===== src/rtl/core/bscg_pkg.sv =====
// Shared constants, types and lookup tables for the coulomb-counting fuel gauge.
// Holds the fixed-point step constants, the reciprocal for the step divider and
// the 21-bin open-circuit voltage / series resistance tables. No dependencies.
package bscg_pkg;

    // State of charge, signed Q2.30
    localparam int unsigned       SOC_W   = 32;
    localparam logic signed [31:0] Q_ONE   = 32'sh4000_0000;
    localparam logic signed [31:0] SOC_MIN = 32'sh8000_0000;
    // accumulator width: soc plus a step of up to 2^32
    localparam int unsigned       ACW     = 35;

    // elapsed time: values at or above the gap limit count as zero
    localparam logic [15:0]       GAP_LIMIT = 16'd100;
    localparam int unsigned       DT_W      = 7;

    // seconds mode scales the step numerator by 1000 onto the ms divisor
    localparam int unsigned       SCALE_MS  = 1000;

    // Step quotient q = floor(y * 2^30 / 1.08e10) = floor(y * 2^20 / 10546875).
    // y saturates at 4 * 1.08e10, which gives q = 2^32 and always saturates soc.
    localparam int unsigned       YW      = 36;
    localparam int unsigned       YH      = YW / 2;
    localparam logic [YW-1:0]     Y_CAP   = 36'd43200000000;
    localparam int unsigned       REM_SH  = 20;
    localparam int unsigned       DW      = 24;
    localparam logic [DW-1:0]     DIV_D   = 24'd10546875;
    localparam int unsigned       RCW     = 33;
    localparam int unsigned       DIV_SH  = YW;
    localparam logic [RCW-1:0]    DIV_M   = RCW'((64'd1 << (DIV_SH + REM_SH)) / 64'd10546875);
    localparam int unsigned       PPW     = YH + RCW;
    localparam int unsigned       FW      = YW + RCW;
    localparam int unsigned       QW      = 33;
    // remainder lies in [0, 2*D) and fits 25 bits
    localparam int unsigned       RW      = 25;
    localparam int unsigned       YLW     = RW - REM_SH;

    // bin tables
    localparam int unsigned       BIN_COUNT = 21;
    localparam int unsigned       BIN_W     = 5;
    typedef logic [BIN_W-1:0] bin_idx_t;
    typedef logic [14:0]      table_val_t;
    localparam bin_idx_t          BIN_LAST  = bin_idx_t'(BIN_COUNT - 1);
    localparam table_val_t        VOC_RESET = 15'd15000;
    localparam table_val_t        RS_RESET  = 15'd18500;

    // configuration register index (word address)
    localparam logic [0:0]        REG_TIME_IN_MS = 1'b0;

    function automatic table_val_t voc_of(bin_idx_t b);
        case (b)
            5'd0:    return 15'd15000;
            5'd1:    return 15'd17721;
            5'd2:    return 15'd18612;
            5'd3:    return 15'd19371;
            5'd4:    return 15'd20015;
            5'd5:    return 15'd20389;
            5'd6:    return 15'd20704;
            5'd7:    return 15'd20968;
            5'd8:    return 15'd21225;
            5'd9:    return 15'd21562;
            5'd10:   return 15'd21892;
            5'd11:   return 15'd22202;
            5'd12:   return 15'd22477;
            5'd13:   return 15'd22750;
            5'd14:   return 15'd22995;
            5'd15:   return 15'd23315;
            5'd16:   return 15'd23617;
            5'd17:   return 15'd23834;
            5'd18:   return 15'd23894;
            5'd19:   return 15'd24067;
            default: return 15'd25200;
        endcase
    endfunction

    function automatic table_val_t rs_of(bin_idx_t b);
        case (b)
            5'd0:    return 15'd18500;
            5'd1:    return 15'd18500;
            5'd2:    return 15'd16700;
            5'd3:    return 15'd16500;
            5'd4:    return 15'd18200;
            5'd5:    return 15'd18000;
            5'd6:    return 15'd18700;
            5'd7:    return 15'd18800;
            5'd8:    return 15'd19100;
            5'd9:    return 15'd20300;
            5'd10:   return 15'd21400;
            5'd11:   return 15'd22400;
            5'd12:   return 15'd22800;
            5'd13:   return 15'd23400;
            5'd14:   return 15'd23600;
            5'd15:   return 15'd24600;
            5'd16:   return 15'd25700;
            5'd17:   return 15'd25600;
            5'd18:   return 15'd24300;
            default: return 15'd23900;
        endcase
    endfunction

endpackage


===== src/rtl/core/battery_soc_coulomb_gauge_core.sv =====
// Coulomb-counting battery fuel gauge, top level.
// Depends on bscg_pkg (constants, divider reciprocal, bin tables).
//
// Usage:
//   s_ channel: one item per handshake, a current sample in mA (negative means
//   charging) and the elapsed time since the previous sample. Elapsed values of
//   100 or more count as zero.
//   m_ channel: one item per input item, in order: state of charge (signed
//   Q2.30, clamped at 1.0 and -2.0), open-circuit voltage (mV), series resistance (uOhm)
//   and a depletion flag. While soc is below zero, voltage and resistance hold.
//   APB port: register 0 (byte address 0) bit 0 selects milliseconds (1) or
//   seconds (0) for the elapsed field. Write it only while the gauge is idle.
// Pipeline: 10 stages; an accepted item passes the registers of stages 0 to 9 in
//   order before m_valid rises. Throughput: one item per cycle while the output
//   is not stalled (m_ready low holds the pipe).
// Reset: soc = 1.0, previous current = 0, held pair = lowest bin, ms mode.
// Stall: each stage advances when its successor has room, so bubbles close up
//   while m_ready is low; s_ready drops only once all ten stages are full.
module battery_soc_coulomb_gauge_core #(
    parameter int CURRENT_BITS = 16
) (
    input  logic                           aclk,
    input  logic                           aresetn,
    // configuration
    input  logic                           psel,
    input  logic                           penable,
    input  logic                           pwrite,
    input  logic [2:0]                     paddr,
    input  logic [31:0]                    pwdata,
    output logic [31:0]                    prdata,
    output logic                           pready,
    // input items
    input  logic                           s_valid,
    output logic                           s_ready,
    input  logic signed [CURRENT_BITS-1:0] s_current_ma,
    input  logic [15:0]                    s_elapsed,
    // result items
    output logic                           m_valid,
    input  logic                           m_ready,
    output logic signed [31:0]             m_soc_level,
    output logic [14:0]                    m_voc_mv,
    output logic [14:0]                    m_rs_micro_ohm,
    output logic                           m_depleted
);

    localparam int SW = CURRENT_BITS + 1;   // current + previous current
    localparam int PW = CURRENT_BITS + 9;   // signed product with dt
    localparam int MW = CURRENT_BITS + 7;   // |product| <= 2^CURRENT_BITS * 99
    localparam int XW = (MW + 10 > int'(bscg_pkg::YW) + 1) ? MW + 10 : int'(bscg_pkg::YW) + 1;
    localparam int NS = 10;

    // ---------------------------------------------------------------
    // Configuration register
    // ---------------------------------------------------------------
    logic time_in_ms_reg;

    always_ff @(posedge aclk) begin
        if (!aresetn) begin
            time_in_ms_reg <= 1'b1;
        end else if (psel && penable && pwrite && (paddr[2:2] == bscg_pkg::REG_TIME_IN_MS)) begin
            time_in_ms_reg <= pwdata[0];
        end
    end

    assign pready = 1'b1;
    assign prdata = (paddr[2:2] == bscg_pkg::REG_TIME_IN_MS) ? {31'd0, time_in_ms_reg} : 32'd0;

    // ---------------------------------------------------------------
    // Pipeline flow control: a stage loads when it is empty or its
    // successor loads.
    // ---------------------------------------------------------------
    logic [NS-1:0] valid_reg;
    logic [NS-1:0] valid_next;
    logic [NS-1:0] stage_en;

    always_comb begin
        stage_en[NS-1] = !valid_reg[NS-1] || m_ready;
        for (int i = NS - 2; i >= 0; i--) begin
            stage_en[i] = !valid_reg[i] || stage_en[i+1];
        end
        valid_next[0] = stage_en[0] ? s_valid : valid_reg[0];
        for (int i = 1; i < NS; i++) begin
            valid_next[i] = stage_en[i] ? valid_reg[i-1] : valid_reg[i];
        end
    end

    always_ff @(posedge aclk) begin
        if (!aresetn) begin
            valid_reg <= '0;
        end else begin
            valid_reg <= valid_next;
        end
    end

    assign s_ready = stage_en[0];
    assign m_valid = valid_reg[NS-1];

    // ---------------------------------------------------------------
    // Stage 0: trapezoid sum and gated dt. Previous current updates on accept.
    // ---------------------------------------------------------------
    logic signed [CURRENT_BITS-1:0] last_current_reg;
    logic signed [SW-1:0]           sum0_reg, sum0_next;
    logic [bscg_pkg::DT_W-1:0]      dt0_reg, dt0_next;

    always_comb begin
        sum0_next = SW'(s_current_ma) + SW'(last_current_reg);
        dt0_next  = (s_elapsed < bscg_pkg::GAP_LIMIT) ? s_elapsed[bscg_pkg::DT_W-1:0] : '0;
    end

    always_ff @(posedge aclk) begin
        if (!aresetn) begin
            last_current_reg <= '0;
        end else if (s_valid && stage_en[0]) begin
            last_current_reg <= s_current_ma;
        end
    end

    always_ff @(posedge aclk) begin
        if (stage_en[0]) begin
            sum0_reg <= sum0_next;
            dt0_reg  <= dt0_next;
        end
    end

    // ---------------------------------------------------------------
    // Stage 1: charge moved = sum * dt, split into sign and magnitude
    // ---------------------------------------------------------------
    logic signed [PW-1:0] prod1;
    logic signed [PW-1:0] abs1;
    logic                 neg1_reg, neg1_next;
    logic [MW-1:0]        mag1_reg, mag1_next;

    always_comb begin
        prod1     = PW'(sum0_reg) * $signed({{(PW - int'(bscg_pkg::DT_W)){1'b0}}, dt0_reg});
        neg1_next = prod1[PW-1];
        abs1      = neg1_next ? -prod1 : prod1;
        mag1_next = abs1[MW-1:0];
    end

    always_ff @(posedge aclk) begin
        if (stage_en[1]) begin
            neg1_reg <= neg1_next;
            mag1_reg <= mag1_next;
        end
    end

    // ---------------------------------------------------------------
    // Stage 2: bring seconds onto the ms divisor, saturate the numerator
    // ---------------------------------------------------------------
    logic [XW-1:0]             mag2_ext, mag2_scaled, y2_raw;
    logic                      neg2_reg;
    logic [bscg_pkg::YW-1:0]   y2_reg, y2_next;

    always_comb begin
        mag2_ext    = XW'(mag1_reg);
        mag2_scaled = mag2_ext * XW'(bscg_pkg::SCALE_MS);
        y2_raw      = time_in_ms_reg ? mag2_ext : mag2_scaled;
        y2_next     = (y2_raw > XW'(bscg_pkg::Y_CAP)) ? bscg_pkg::Y_CAP
                                                       : y2_raw[bscg_pkg::YW-1:0];
    end

    always_ff @(posedge aclk) begin
        if (stage_en[2]) begin
            neg2_reg <= neg1_reg;
            y2_reg   <= y2_next;
        end
    end

    // ---------------------------------------------------------------
    // Stage 3: reciprocal multiply, two half-width partial products
    // ---------------------------------------------------------------
    logic                      neg3_reg;
    logic [bscg_pkg::PPW-1:0]  pplo3_reg, pplo3_next;
    logic [bscg_pkg::PPW-1:0]  pphi3_reg, pphi3_next;
    logic [bscg_pkg::YLW-1:0]  ylo3_reg;

    always_comb begin
        pplo3_next = bscg_pkg::PPW'(y2_reg[bscg_pkg::YH-1:0]) * bscg_pkg::PPW'(bscg_pkg::DIV_M);
        pphi3_next = bscg_pkg::PPW'(y2_reg[bscg_pkg::YW-1:bscg_pkg::YH])
                   * bscg_pkg::PPW'(bscg_pkg::DIV_M);
    end

    always_ff @(posedge aclk) begin
        if (stage_en[3]) begin
            neg3_reg  <= neg2_reg;
            pplo3_reg <= pplo3_next;
            pphi3_reg <= pphi3_next;
            ylo3_reg  <= y2_reg[bscg_pkg::YLW-1:0];
        end
    end

    // ---------------------------------------------------------------
    // Stage 4: combine partial products; estimate is q or q-1
    // ---------------------------------------------------------------
    logic [bscg_pkg::FW-1:0]   full4;
    logic                      neg4_reg;
    logic [bscg_pkg::QW-1:0]   q04_reg, q04_next;
    logic [bscg_pkg::YLW-1:0]  ylo4_reg;

    always_comb begin
        full4    = bscg_pkg::FW'(pplo3_reg) + (bscg_pkg::FW'(pphi3_reg) << bscg_pkg::YH);
        q04_next = full4[bscg_pkg::FW-1:bscg_pkg::DIV_SH];
    end

    always_ff @(posedge aclk) begin
        if (stage_en[4]) begin
            neg4_reg <= neg3_reg;
            q04_reg  <= q04_next;
            ylo4_reg <= ylo3_reg;
        end
    end

    // ---------------------------------------------------------------
    // Stage 5: remainder y*2^20 - q0*D, only its low bits matter
    // ---------------------------------------------------------------
    logic [bscg_pkg::RW-1:0]   qd5;
    logic                      neg5_reg;
    logic [bscg_pkg::QW-1:0]   q05_reg;
    logic [bscg_pkg::RW-1:0]   rem5_reg, rem5_next;

    always_comb begin
        qd5       = bscg_pkg::RW'(q04_reg[bscg_pkg::RW-1:0]) * bscg_pkg::RW'(bscg_pkg::DIV_D);
        rem5_next = {ylo4_reg, {bscg_pkg::REM_SH{1'b0}}} - qd5;
    end

    always_ff @(posedge aclk) begin
        if (stage_en[5]) begin
            neg5_reg <= neg4_reg;
            q05_reg  <= q04_reg;
            rem5_reg <= rem5_next;
        end
    end

    // ---------------------------------------------------------------
    // Stage 6: correction step
    // ---------------------------------------------------------------
    logic                      neg6_reg;
    logic [bscg_pkg::QW-1:0]   q6_reg, q6_next;

    always_comb begin
        q6_next = q05_reg + bscg_pkg::QW'(rem5_reg >= bscg_pkg::RW'(bscg_pkg::DIV_D));
    end

    always_ff @(posedge aclk) begin
        if (stage_en[6]) begin
            neg6_reg <= neg5_reg;
            q6_reg   <= q6_next;
        end
    end

    // ---------------------------------------------------------------
    // Stage 7: accumulate into soc with clamp at 1.0 and -2^31
    // ---------------------------------------------------------------
    logic signed [bscg_pkg::SOC_W-1:0] charge_level_reg;
    logic signed [bscg_pkg::ACW-1:0]   acc7_c, acc7_q, acc7_sum;
    logic signed [bscg_pkg::SOC_W-1:0] soc7_reg, soc7_next;
    logic                              charge_ld;

    always_comb begin
        acc7_c   = bscg_pkg::ACW'(charge_level_reg);
        acc7_q   = $signed(bscg_pkg::ACW'(q6_reg));
        // a negative step (charging) adds its magnitude
        acc7_sum = neg6_reg ? (acc7_c + acc7_q) : (acc7_c - acc7_q);
        if (acc7_sum > bscg_pkg::ACW'(bscg_pkg::Q_ONE)) begin
            soc7_next = bscg_pkg::Q_ONE;
        end else if (acc7_sum < bscg_pkg::ACW'(bscg_pkg::SOC_MIN)) begin
            soc7_next = bscg_pkg::SOC_MIN;
        end else begin
            soc7_next = bscg_pkg::SOC_W'(acc7_sum);
        end
    end

    assign charge_ld = stage_en[7] && valid_reg[6];

    always_ff @(posedge aclk) begin
        if (!aresetn) begin
            charge_level_reg <= bscg_pkg::Q_ONE;
        end else if (charge_ld) begin
            charge_level_reg <= soc7_next;
        end
    end

    always_ff @(posedge aclk) begin
        if (stage_en[7]) begin
            soc7_reg <= soc7_next;
        end
    end

    // ---------------------------------------------------------------
    // Stage 8: bin index = (floor(40*soc / 2^30) + 1) / 2, capped at 20
    // ---------------------------------------------------------------
    logic [36:0]                 x40_8;
    logic [6:0]                  t8;
    logic [7:0]                  binw8;
    logic signed [31:0]          soc8_reg;
    bscg_pkg::bin_idx_t          bin8_reg, bin8_next;
    logic                        nonneg8_reg;

    always_comb begin
        x40_8     = (37'(soc7_reg[30:0]) << 5) + (37'(soc7_reg[30:0]) << 3);
        t8        = x40_8[36:30];
        binw8     = ({1'b0, t8} + 8'd1) >> 1;
        bin8_next = (binw8 > 8'(bscg_pkg::BIN_LAST)) ? bscg_pkg::BIN_LAST
                                                    : binw8[bscg_pkg::BIN_W-1:0];
    end

    always_ff @(posedge aclk) begin
        if (stage_en[8]) begin
            soc8_reg    <= soc7_reg;
            bin8_reg    <= bin8_next;
            nonneg8_reg <= !soc7_reg[31];
        end
    end

    // ---------------------------------------------------------------
    // Stage 9: table lookup, hold on negative soc, result register
    // ---------------------------------------------------------------
    logic signed [31:0]       m_soc_level_reg;
    bscg_pkg::table_val_t     m_voc_mv_reg;
    bscg_pkg::table_val_t     m_rs_micro_ohm_reg;
    logic                     m_depleted_reg;
    logic                     out_ld;

    assign out_ld = stage_en[9] && valid_reg[8];

    always_ff @(posedge aclk) begin
        if (out_ld) begin
            m_soc_level_reg <= soc8_reg;
            m_depleted_reg  <= soc8_reg[31] || (soc8_reg == 32'sd0);
        end
    end

    // the result register also holds the last valid pair
    always_ff @(posedge aclk) begin
        if (!aresetn) begin
            m_voc_mv_reg       <= bscg_pkg::VOC_RESET;
            m_rs_micro_ohm_reg <= bscg_pkg::RS_RESET;
        end else if (out_ld && nonneg8_reg) begin
            m_voc_mv_reg       <= bscg_pkg::voc_of(bin8_reg);
            m_rs_micro_ohm_reg <= bscg_pkg::rs_of(bin8_reg);
        end
    end

    assign m_soc_level    = m_soc_level_reg;
    assign m_voc_mv       = m_voc_mv_reg;
    assign m_rs_micro_ohm = m_rs_micro_ohm_reg;
    assign m_depleted     = m_depleted_reg;

    // ---------------------------------------------------------------
    // Assertions
    // ---------------------------------------------------------------
    a_dep_matches_soc: assert property (@(posedge aclk) disable iff (!aresetn)
        m_valid |-> (m_depleted == (m_soc_level <= 32'sd0)))
        else $error("depleted flag disagrees with soc sign");

    a_soc_clamped: assert property (@(posedge aclk) disable iff (!aresetn)
        m_valid |-> (m_soc_level <= bscg_pkg::Q_ONE))
        else $error("soc above 1.0 on output");

    a_stall_only_when_full: assert property (@(posedge aclk) disable iff (!aresetn)
        !s_ready |-> ((&valid_reg) && !m_ready))
        else $error("input stalled with room in the pipeline");

    a_charge_tracks_stage: assert property (@(posedge aclk) disable iff (!aresetn)
        charge_ld |=> (charge_level_reg == soc7_reg))
        else $error("charge state differs from item soc");

endmodule


===== config.mk =====
export PLATFORM = sky130hd
export DESIGN_NAME = battery_soc_coulomb_gauge_core
export DESIGN_NICKNAME = d
export VERILOG_FILES = /design/src/rtl/core/bscg_pkg.sv /design/src/rtl/core/battery_soc_coulomb_gauge_core.sv
export SDC_FILE = /design/constraint.sdc
export NUM_CORES = 2
export LEC_CHECK = 0
export BUFFER_PORTS_ARGS = -buffer_cell sky130_fd_sc_hd__buf_2
export CAP_MARGIN = 30
export CORE_MARGIN = 2
export CORE_UTILIZATION = 45
export CTS_CLUSTER_SIZE = 30
export DETAILED_ROUTE_END_ITERATION = 10
export SYNTH_ARGS = -nofsm -noshare
export SYNTH_HDL_FRONTEND = slang
export SYNTH_SLANG_ARGS = --single-unit

===== constraint.sdc =====
create_clock -name aclk -period 6.25 [get_ports aclk]
set_input_delay 0.625 -clock aclk [delete_from_list [all_inputs] [get_ports aclk]]
set_output_delay 0.625 -clock aclk [all_outputs]
set_load 0.005 [all_outputs]

==> run_results.csv <==
group,metric,value,unit
critical_path,r2r-end,"pplo3_reg[49]$_DFFE_PP_",
floorplanning,ioPinCount,172,
synthesis,synth_area,55600,sq um
placement,gp_congestion,0.927,
synthesis,syn_inst,5397,
critical_path,crit_type,"reg2reg",
grt,globalRouteTotalUtil,21.5,%
cts,cts_sinks,489,
power_and_ir_drop,power_per_cell_area,209,nW/um^2
run_status,status,"complete, but fails checks",
power_and_ir_drop,p_seq_share,31.1,%
drt,post_drt_wl_per_cell,17.7,um
critical_path,slowest_delay,0.69,ns
critical_path,cp.required,6.65,ns
grt,globalRoute.totalOverflow,0,
sta,slew_headroom,35.3,%
synthesis,yosys.area.top_type,"fa_1",
final_layout,stdcell_area,63700,sq um
run,cap_violations,0,
synthesis,synth_edf_count,403,
sta,max_slew.worst_pin.slew,0.969,ns
placement,port_buffers,103,
final_layout,layout-drive-gt1-share,14.0,%
drt,ant_nets,0,
sta,setup_viol,7,
drt,dr.pass1.iters,7,
final_layout,largest_register_ffs,49,
synthesis,synth_seq_area_share,24.9,%
synthesis,synthTopCellsByArea,"fa_1, edfxtp_1, ha_1, inv_1, dfxtp_1",
sta,grt_setup_unrepaired,"true",
synthesis,syn_area_per_cell,10.3,sq um
sta,fin_crit,6.41,ns
critical_path,startpoint_type,"flip-flop",
grt,first_global_vias,40100,
cts,postCtsHoldBufs,0,
power_and_ir_drop,clockPowerShare,28.4,%
drt,via_per_inst,5.07,
critical_path,cp_slowest_cell,"fa_2",
power_and_ir_drop,p_leak,0.0327,uW
power_and_ir_drop,sw_frac_of_total,37.0,%
floorplanning,placeableCoreArea,122000,sq um
critical_path,critPathMaxFanout,4,
final_layout,area_growth,14.6,%
synthesis,ys_async_sr_fraction,0,%
drt,routed_wl,133,mm
placement,post-dp-hpwl,110,mm
critical_path,endpoint,"pplo3_reg[49]$_DFFE_PP_",
final_layout,final_cells,7514,
synthesis,synth_top_area_share,26.3,%
run_status,violations,"negative setup slack",
cts,cts.path.max_buffers,3,
sta,slew_violations,0,
sta,whs,0.187,ns
critical_path,cp-end-kind,"flip-flop",
power_and_ir_drop,peakVddDrop,0.000473,V
drt,vias,38100,
sta,period_share,103,%
cts,cts_tree,"built",
grt,grt_max_degree,59,
sta,setup_ws,-0.158,ns
cts,h-tree-depth,2,
drt,drt_iter0_markers,2181,
synthesis,synthFlopType,"edfxtp_1",
floorplanning,start_util,45.5,%
synthesis,synth_cell_types,88,
power_and_ir_drop,internal_power,8380,uW
final_layout,fin_util,52.1,%
critical_path,rr_worst_depth,22,
placement,dp.cells,7342,
critical_path,cp-startpoint,"y2_reg[8]$_DFFE_PP_",
grt,grt_pass1_wl,215,mm
power_and_ir_drop,pwr-share-comb,40.5,%
critical_path,crit_top_cell,"fa_2",
cts,clockRootBuffer,"clkbuf_16",
drt,drc,0,
sta,hold_viol,0,
floorplanning,die_height,355,um
critical_path,crit_path_cell_trace,"fa_2 > inv_4 > fa_2 > inv_2 > fa_2 > inv_2 > fa_2 > fa_1 > inv_2 > fa_1 > ha_4 > a21oi_2 > o21ai_2 > a41oi_2 > a211oi_2 > a31o_4 > a21o_1 > a311o_1 > a311oi_2 > o21bai_1 > buf_4 > xor2_2",
placement,post-place-ws,-0.288,ns
final_layout,diodes,0,
sta,skew,0.0546,ns
cts,path_clk_slew,0.06,ns
synthesis,yosys_warnings,0,
floorplanning,die_area,126000,sq um
final_layout,layout.nets,7356,
floorplanning,rows,128,
critical_path,worstPathArrival,6.81,ns
critical_path,reg2reg_slack,-0.16,ns
cts,clock_latency,0.70,ns
placement,placedInstanceArea,60200,sq um
cts,cts_buffers,61,
worst_hold_path,hold_path_class,"in2reg",
grt,antenna_found_initial,0,
sta,fmax,0.156,GHz
critical_path,r2r_start,"y2_reg[8]$_DFFE_PP_",
synthesis,synth_seq_cells,489,
floorplanning,die_w,355,um
power_and_ir_drop,p_sw,4930,uW
==> kinds of logic (layout without fill, tap and decap cells) <==
logic type / count (synthesis) / after routing / synth area share [%]
adders and majority gates: 1445 / 1445 / 42.4
buffers and inverters: 1285 / 1744 / 8.94
and+or+nand+nor: 1078 / 1078 / 9.66
AOI/OAI and AO/OA: 775 / 775 / 8.97
DFF: 489 / 489 / 24.9
xor gates and xnor gates: 311 / 311 / 4.93
muxes: 12 / 12 / 0.234
other: 2 / 35 / 0.0135
==> synthesized netlist by cell type (9+ instances only) <==
cell type and n:
a211o_1 13, a211oi_1 27, a21boi_0 12, a21o_1 81
a21oi_1 274, a31o_2 9, a31oi_1 24, and2_1 118
and3_1 32, and4_1 9, buf_2 10, buf_4 36
clkbuf_1 79, dfxtp_1 86, edfxtp_1 403, fa_1 730
ha_1 715, inv_1 1152, nand2_1 268, nand2b_1 34
nand3_1 109, nand4_1 62, nor2_1 236, nor2b_1 36
nor3_1 77, nor3b_1 9, nor4_1 21, o211ai_1 39
o21a_1 33, o21ai_0 127, o21bai_1 20, o31ai_1 15
or2_2 19, or3_1 16, or4_1 9, xnor2_1 196
xor2_1 113
==> cell usage in the layout (no fill, tap or decap), drive strengths merged, types with 16 or more instances in the layout <==
master  netlist  layout
edfxtp      403     403
xor2        114     114
a211oi       29      29
clkbuf       79      68
nand3       110     110
fa          730     730
ha          715     715
or2          19      19
nor2b        36      36
conb          2      35
o21a         33      33
inv        1154    1162
a21oi       275     275
nand2       268     268
xnor2       197     197
and2        119     119
clkinv        2      28
o21ai       127     127
nand2b       34      34
o211ai       39      39
nor4         22      22
a31oi        24      24
nand4        62      62
nor2        236     236
buf          50     473
and3         32      32
a21o         81      81
o21bai       20      20
or3          16      16
dfxtp        86      86
nor3         80      80
==> critical path, delay by kind of cell, from the launching register on <==
| family | cells | cell delay [ns] |
|---|---|---|
| fa+ha+maj | 7 | 3.46 |
| compound gates | 9 | 1.77 |
| flops | 1 | 0.42 |
| buf+inv | 5 | 0.36 |
| xor+xnor | 1 | 0.14 |
==> worst min path at each step <==
stage,start,end,slack (ns),cells past startpoint
after floorplan,neg1_reg$_DFFE_PP_,neg2_reg$_DFFE_PP_,0.40,0
after global placement,ylo3_reg[0]$_DFFE_PP_,ylo4_reg[0]$_DFFE_PP_,0.40,0
after detailed placement,q04_reg[32]$_DFFE_PP_,q05_reg[32]$_DFFE_PP_,0.40,0
after CTS,pwdata[0],time_in_ms_reg$_SDFFE_PN1P_,0.14,3
after global routing,pwdata[0],time_in_ms_reg$_SDFFE_PN1P_,0.18,3
final,pwdata[0],time_in_ms_reg$_SDFFE_PN1P_,0.19,3
==> cell type report <==
cell class                 instances  area (sq um)
sequential                       489         13800
inverter                        1156          4350
clock buffer                      68          1560
timing repair buffer             473          3380
fill                           11000         58500
clock inverter                    47           614
tap                             1625          2030
multi-input combinational       3656         37900
==> per-layer routing <==
layer | global-route usage [%] | up-vias | part of all wire, %
li1 | - | 18500 | -
met1 | 29.3 | 18800 | 45
met2 | 36.3 | 612 | 48
met3 | 2.46 | 153 | 3.8
met4 | 5.64 | 0 | 2.4
met5 | 0 | - | 0
==> power by group through the flow <==
stage / registers, uW / logic [uW] / clock network [uW]
after CTS: 4130 / 5120 / 3880
after floorplan: 4120 / 3630 / 0
after global routing: 4170 / 6000 / 4010
after global placement: 4200 / 5010 / 0
after detailed placement: 4200 / 5080 / 0
final: 4130 / 5390 / 3780
==> timing repair <==
item	CTS	global route
gates resized for setup	68	145
setup buffers	36	30
setup endpoints to repair	30	55
endpoints found under the hold margin	0	0
pin swaps	52	92
==> per-stage QoR <==
| stage | power, uW | setup TNS (ns) |
|---|---|---|
| global placement | 9210 | -1.96 |
| finish | 13300 | -0.658 |
| detailed placement | 9280 | -3.82 |
| global route | 14200 | -4.42 |
| floorplan | 7750 | -0.0263 |
| CTS | 13100 | -0.661 |
No activity file was read; power rests on OpenSTA's default activity.
